<file path="src/sv/arpc_pkg.sv">
// arpc_pkg: shared types and constants for the ARP cache engine.
// No dependencies; imported by arpc_cell and arp_cache_engine.
package arpc_pkg;

	localparam int TABLE_ENTRIES_DEF = 32;

	localparam logic CMD_RESOLVE = 1'b0;
	localparam logic CMD_RECEIVE = 1'b1;

	localparam logic [15:0] HW_ETHERNET    = 16'h0001;
	localparam logic [15:0] PROTO_IPV4     = 16'h0800;
	localparam logic [7:0]  HW_LEN_ETH     = 8'd6;
	localparam logic [7:0]  PROTO_LEN_IPV4 = 8'd4;
	localparam logic [15:0] OP_REQUEST     = 16'd1;
	localparam logic [15:0] OP_REPLY       = 16'd2;

	localparam logic [31:0] IP_BCAST  = 32'hFFFF_FFFF;
	localparam logic [47:0] MAC_BCAST = 48'hFFFF_FFFF_FFFF;

	typedef struct packed {
		logic        cmd;
		logic [31:0] lookup_ip;
		logic [15:0] hw_type;
		logic [15:0] prot_type;
		logic [7:0]  hw_len;
		logic [7:0]  prot_len;
		logic [15:0] opcode;
		logic [31:0] sender_ip;
		logic [47:0] sender_mac;
		logic [31:0] tgt_ip;
	} in_t;

	typedef struct packed {
		logic        found;
		logic [47:0] resolved_mac;
		logic        table_updated;
		logic        send_reply;
		logic [47:0] reply_mac;
		logic [31:0] reply_ip;
	} out_t;

	// search token walking the cell row
	typedef struct packed {
		logic        valid;
		logic [31:0] ip;
		logic        hit;
		logic [47:0] mac;
		logic        free;
	} tok_t;

	// write broadcast to every cell
	typedef struct packed {
		logic        en;
		logic [31:0] ip;
		logic [47:0] mac;
	} wr_t;

endpackage

</file>
<file path="src/sv/arpc_cell.sv">
// arpc_cell: one table slot plus one stage of the search token row.
// Depends on arpc_pkg.
module arpc_cell
	import arpc_pkg::*;
#(
	parameter int IDX_W    = 5,
	parameter int CELL_IDX = 0
) (
	input  logic             clk,
	input  logic             arst_n,
	input  tok_t             tok_in,
	input  logic [IDX_W-1:0] hit_idx_in,
	input  logic [IDX_W-1:0] free_idx_in,
	output tok_t             tok_out,
	output logic [IDX_W-1:0] hit_idx_out,
	output logic [IDX_W-1:0] free_idx_out,
	input  wr_t              wr,
	input  logic [IDX_W-1:0] wr_idx
);

	localparam logic [IDX_W-1:0] MY_IDX = IDX_W'(CELL_IDX);

	logic        valid_q;
	logic [31:0] ip_q;
	logic [47:0] mac_q;

	tok_t             tok_s1;
	logic [IDX_W-1:0] hit_idx_s1;
	logic [IDX_W-1:0] free_idx_s1;

	tok_t             tok_nxt;
	logic [IDX_W-1:0] hit_nxt;
	logic [IDX_W-1:0] free_nxt;
	logic             match;
	logic             wr_here;

	assign match   = valid_q && (ip_q == tok_in.ip);
	assign wr_here = wr.en && (wr_idx == MY_IDX);

	// first match and first free slot win; later cells leave them alone
	always_comb begin
		tok_nxt  = tok_in;
		hit_nxt  = hit_idx_in;
		free_nxt = free_idx_in;
		if (!tok_in.hit && match) begin
			tok_nxt.hit = 1'b1;
			tok_nxt.mac = mac_q;
			hit_nxt     = MY_IDX;
		end
		if (!tok_in.free && !valid_q) begin
			tok_nxt.free = 1'b1;
			free_nxt     = MY_IDX;
		end
	end

	always_ff @(posedge clk or negedge arst_n) begin
		if (!arst_n) begin
			valid_q <= 1'b0;
			tok_s1  <= '0;
		end else begin
			tok_s1 <= tok_nxt;
			if (wr_here) begin
				valid_q <= 1'b1;
			end
		end
	end

	always_ff @(posedge clk) begin
		hit_idx_s1  <= hit_nxt;
		free_idx_s1 <= free_nxt;
		if (wr_here) begin
			ip_q  <= wr.ip;
			mac_q <= wr.mac;
		end
	end

	assign tok_out      = tok_s1;
	assign hit_idx_out  = hit_idx_s1;
	assign free_idx_out = free_idx_s1;

endmodule

</file>
<file path="config.mk">
export PLATFORM = sky130hd
export DESIGN_NAME = arpc_cell
export DESIGN_NICKNAME = d
export VERILOG_FILES = /design/src/sv/arpc_pkg.sv /design/src/sv/arpc_cell.sv
export SDC_FILE = /design/constraint.sdc
export NUM_CORES = 1
export LEC_CHECK = 0
export CAP_MARGIN = 30
export CORE_ASPECT_RATIO = 1.75
export CORE_MARGIN = 4
export CORE_UTILIZATION = 55
export DETAILED_ROUTE_END_ITERATION = 7
export DONT_BUFFER_PORTS = 1
export PLACE_DENSITY = 0.7
export SLEW_MARGIN = 20
export SYNTH_ARGS = -nofsm -noshare
export SYNTH_HDL_FRONTEND = slang
export SYNTH_SLANG_ARGS = --single-unit
</file>
<file path="constraint.sdc">
create_clock -name clk -period 5.85 [get_ports clk]
set_clock_uncertainty 0.05 [all_clocks]
set_input_delay 0.585 -clock clk [delete_from_list [all_inputs] [get_ports clk]]
set_output_delay 0.585 -clock clk [all_outputs]
set_load 0.02 [all_outputs]
</file>
Word-level counts from Yosys, hierarchy flattened
Index checks and enable logic that the tools add are counted.
{"block": "classes", "n_mux": 2, "n_eq_ne": 1, "n_reduce_logical": 8}
{"cell": "49-bit two-way mux", "n": 1}
{"cell": "32-bit equality test", "n": 1}
{"cell": "5-bit logical NOT", "n": 1}
{"cell": "1-bit logical AND", "n": 4}
{"cell": "1-bit logical NOT", "n": 3}
{"cell": "1-bit two-way mux", "n": 1}
{"block": "word_totals", "input_bits": 181, "output_inout_bits": 93, "register_bits": 174}

Longest topological paths before layout
{"block": "depth", "depth_word": 4, "mapped_depth": 6, "ltp_nobuf": 5}

Worst setup path before layout
Ideal clock, no wire load.
{"block": "synth_path", "path_kind": "input-to-reg", "start": "in wr_idx[3]", "end": "reg valid_q", "t_required_ns": 5.701, "setup_ns": 0.099, "path_stages": 3, "arrival_time_ns": 7.296, "setup_slack_ns": -1.595, "n_path_buf": 0, "cell_sequence": "or4b_2 > nor3_1 > or2_2"}
{"block": "synth_between", "elab_chain_len": 2}
{"item": "from (decl)", "line_no": "arpc_cell.sv:18", "text": "input logic [IDX_W-1:0] wr_idx"}
{"item": "5-bit logical NOT", "line_no": "arpc_cell.sv:38", "text": "assign wr_here = wr.en && (wr_idx == MY_IDX);"}
{"item": "1-bit logical AND", "line_no": "arpc_cell.sv:38"}
{"item": "via wr_here", "line_no": "arpc_cell.sv:35", "text": "logic wr_here;"}
{"item": "to (signal assigned)", "line_no": "arpc_cell.sv:58", "text": "valid_q <= 1'b0;"}
{"item": "to (signal assigned)", "line_no": "arpc_cell.sv:63", "text": "valid_q <= 1'b1;"}
{"item": "to (decl)", "line_no": "arpc_cell.sv:23", "text": "logic valid_q;"}
The timed path passes the listed nets, and every way through them passes these cells.
A chain may end at the register's enable or synchronous reset.

==> impl_results.md <==
- Status: finished clean
- Syn-to-layout area delta: 13.3%
- Starting DRC count in detailed routing: 115
- Leakage power: 0.00249 uW
- Slew HR: 64.5%
- Post-DR vias/cell: 5.56
- Simple-Gate Fraction of Synth Area: 4.29%
- Fin. Hold Viols: 0
- Worst-Margin Slew: 0.533 ns
- Htree depth: 4
- Primary FF master, synth: dfrtp_1
- Worst vdd ir: 257 uV
- ANT nets after route: 0
- Final wirelength: 11,600 um
- DRT Pass-1 Iters: 4
- Cts hold-fix bufs: 1
- Antenna violations before repair: 2
- CTS resizes: 0
- Seq/Total Area, Yosys: 81.0%
- GP Congestion: 0.736
- Pwr/cell area: 376 nW/um^2
- Synth top area share: 41.4%
- Inst Count DP: 426
- First-pass GRT wire length: 16,200 um
- Max-Cap Viols: 0
- Clock slew at reported path FFs: 0.06 ns
- Root buf cell: clkbuf_16
- CTS tree: done
- Final worst slack: 3.30 ns
- Worst Hold Class: in2async
- Most instantiated library cell after synthesis: dfrtp_1
- DR DRC count: 0
- Synth Area in Adders: 0%
- Share of cells above drive strength 1: 12.9%
- CTS max path bufs: 2
- Largest family of logic cells by synthesized area: multiplexers
- Mux share of post-synthesis cell area: 9.31%
- Grt ovf: 0
- Sink Count: 174
- WS Path Type: reg2reg
- Post-synth top area cell: edfxtp_1
- Final Setup Violations: 0
- DP Worst Slack: 2.70 ns
- Most instantiated cells after synthesis: 84 x dfrtp_1, 80 x edfxtp_1, 45 x mux2_1, 22 x xnor2_1, 11 x nor2b_1
- Initial Utilization: 56.4%
- Synth Area in Compound Gates: 1.16%
- Post-Synth XOR/XNOR Area: 3.32%
- RSZ-0062 raised after global routing: no
- Yosys warns: 0
- DP HPWL: 8500 um
- Async S/R FF share, synth: 48.3%
- Clock latency on the worst-skew pair: 0.40 ns
- Post-synthesis register bit count: 174
- Period utilization: 43.5%
- Crit path capture type: register
- Num CTS Buffers: 17
- Routed wire length per instance: 25.0 um
- Max Freq: 393 MHz
- Syn_area_per_cell: 19.2 um^2
- Global-route usage over all layers: 18.8%
- Vias in the first global route: 2,878
- CP Max Fanout: 39
- Final Power: 2470 uW
- Post-CTS Setup Inserts: 0
- CP arrival: 2.77 ns
- CP required: 6.08 ns
- Via count: 2,571
- Core Region: 10,300 um^2
- Largest net degree at the start of global routing: 85
- Minimum clock period: 2.55 ns
- Fillers: 694
- Die height: 144 um
- Post-Syn Instances: 302
- Row count: 49
- Post-synth EDFFs: 80
- Mapped cell area: 5810 um^2
- Die Span X: 85.7 um
- I/O Pins: 274
- PortBufs: 0
- Post-Route Utilization: 63.8%
- Final slew viol count: 0
- Synth unique cells: 27
- Final std cells w/o fill: 462
- Die footprint: 12,300 um^2
- # nets final: 501
- Largest cells by area after synthesis: edfxtp_1 41%, dfrtp_1 36%, mux2_1 8.7%
- Setup TNS: 0 ns
- Synthesized net count: 483
- Startpoint types: register
-- per-layer routing --
metal | global-route usage (%) | up-vias | routed length (um)
met5 | 0 | - | 0
met4 | 8.67 | 0 | 149
met3 | 8.32 | 9 | 1070
met2 | 34.1 | 165 | 6730
met1 | 17.8 | 1274 | 3620
li1 | - | 1123 | -
-- metrics by stage --
step	hold slack (ns)	area, um^2
2_1_floorplan	0.239	5810
3_3_place_gp	0.241	5970
3_5_place_dp	0.241	5970
4_1_cts	0.0467	6550
5_1_grt	0.0445	6580
6_report	0.0252	6580
-- sequential cells by signal, summed over array words and instances (netlist names) --
register	count
hit_idx_out	5
valid_q	1
mac_q	48
free_idx_out	5
tok_out	83
ip_q	32
-- cell usage in the layout, fill, tap and decap left out, drive strengths merged, types with 4 or more instances in the layout --
cell type   n
mux2       48
nand2b      6
xnor2      22
nor2b      11
dfrtp      84
nand4       5
inv        15
dfxtp      10
clkbuf     21
edfxtp     80
and2        5
buf         4
-- layout make-up --
cell class / count / area, um^2 / area share (%)
flip-flops and latches: 174 / 4700 / 71.5
multi-input cells: 116 / 1070 / 16.3
clock buffers: 21 / 472 / 7.17
well taps: 127 / 159 / 2.42
clock inverters: 11 / 77.6 / 1.18
repair buffers: 4 / 62.6 / 0.951
inverters: 7 / 26.3 / 0.400
diodes: 2 / 5.00 / 0.0761
-- where the power goes --
part	switching, uW	internal [uW]	total, uW
clock	443	586	1030
combinational	26.2	25.1	51.3
sequential	66.0	1320	1390
total	535	1930	2470
-- path summary, 6_finish.rpt --
check,start,end,slack [ns],cells after the start
setup / recovery,ip_q[9],tok_out[19],3.30,6
hold / removal,arst_n,tok_out[70],0.03,1
max in group asynchronous,arst_n,tok_out[64],5.38,1
setup reg to reg,ip_q[9],tok_out[19],3.30,6
hold reg to reg,mac_q[25],tok_out[26],0.40,1
min in group clk,tok_in[82],tok_out[82],0.15,0
-- logic make-up after synthesis --
kind of cell | count (synthesis)
compound gates | 7
simple gates | 39
mux | 48
flops | 174
buf+inv | 12
xor+xnor | 22
-- worst max-delay path, stage by stage (launching register included) --
cell	delay, ns
edfxtp_1	0.37
nor2b_1	0.15
a2111o_1	0.40
nor4b_1	0.46
nand4_4	0.32
buf_12	0.29
mux2_1	0.35
(Power assumes the default switching activity.)
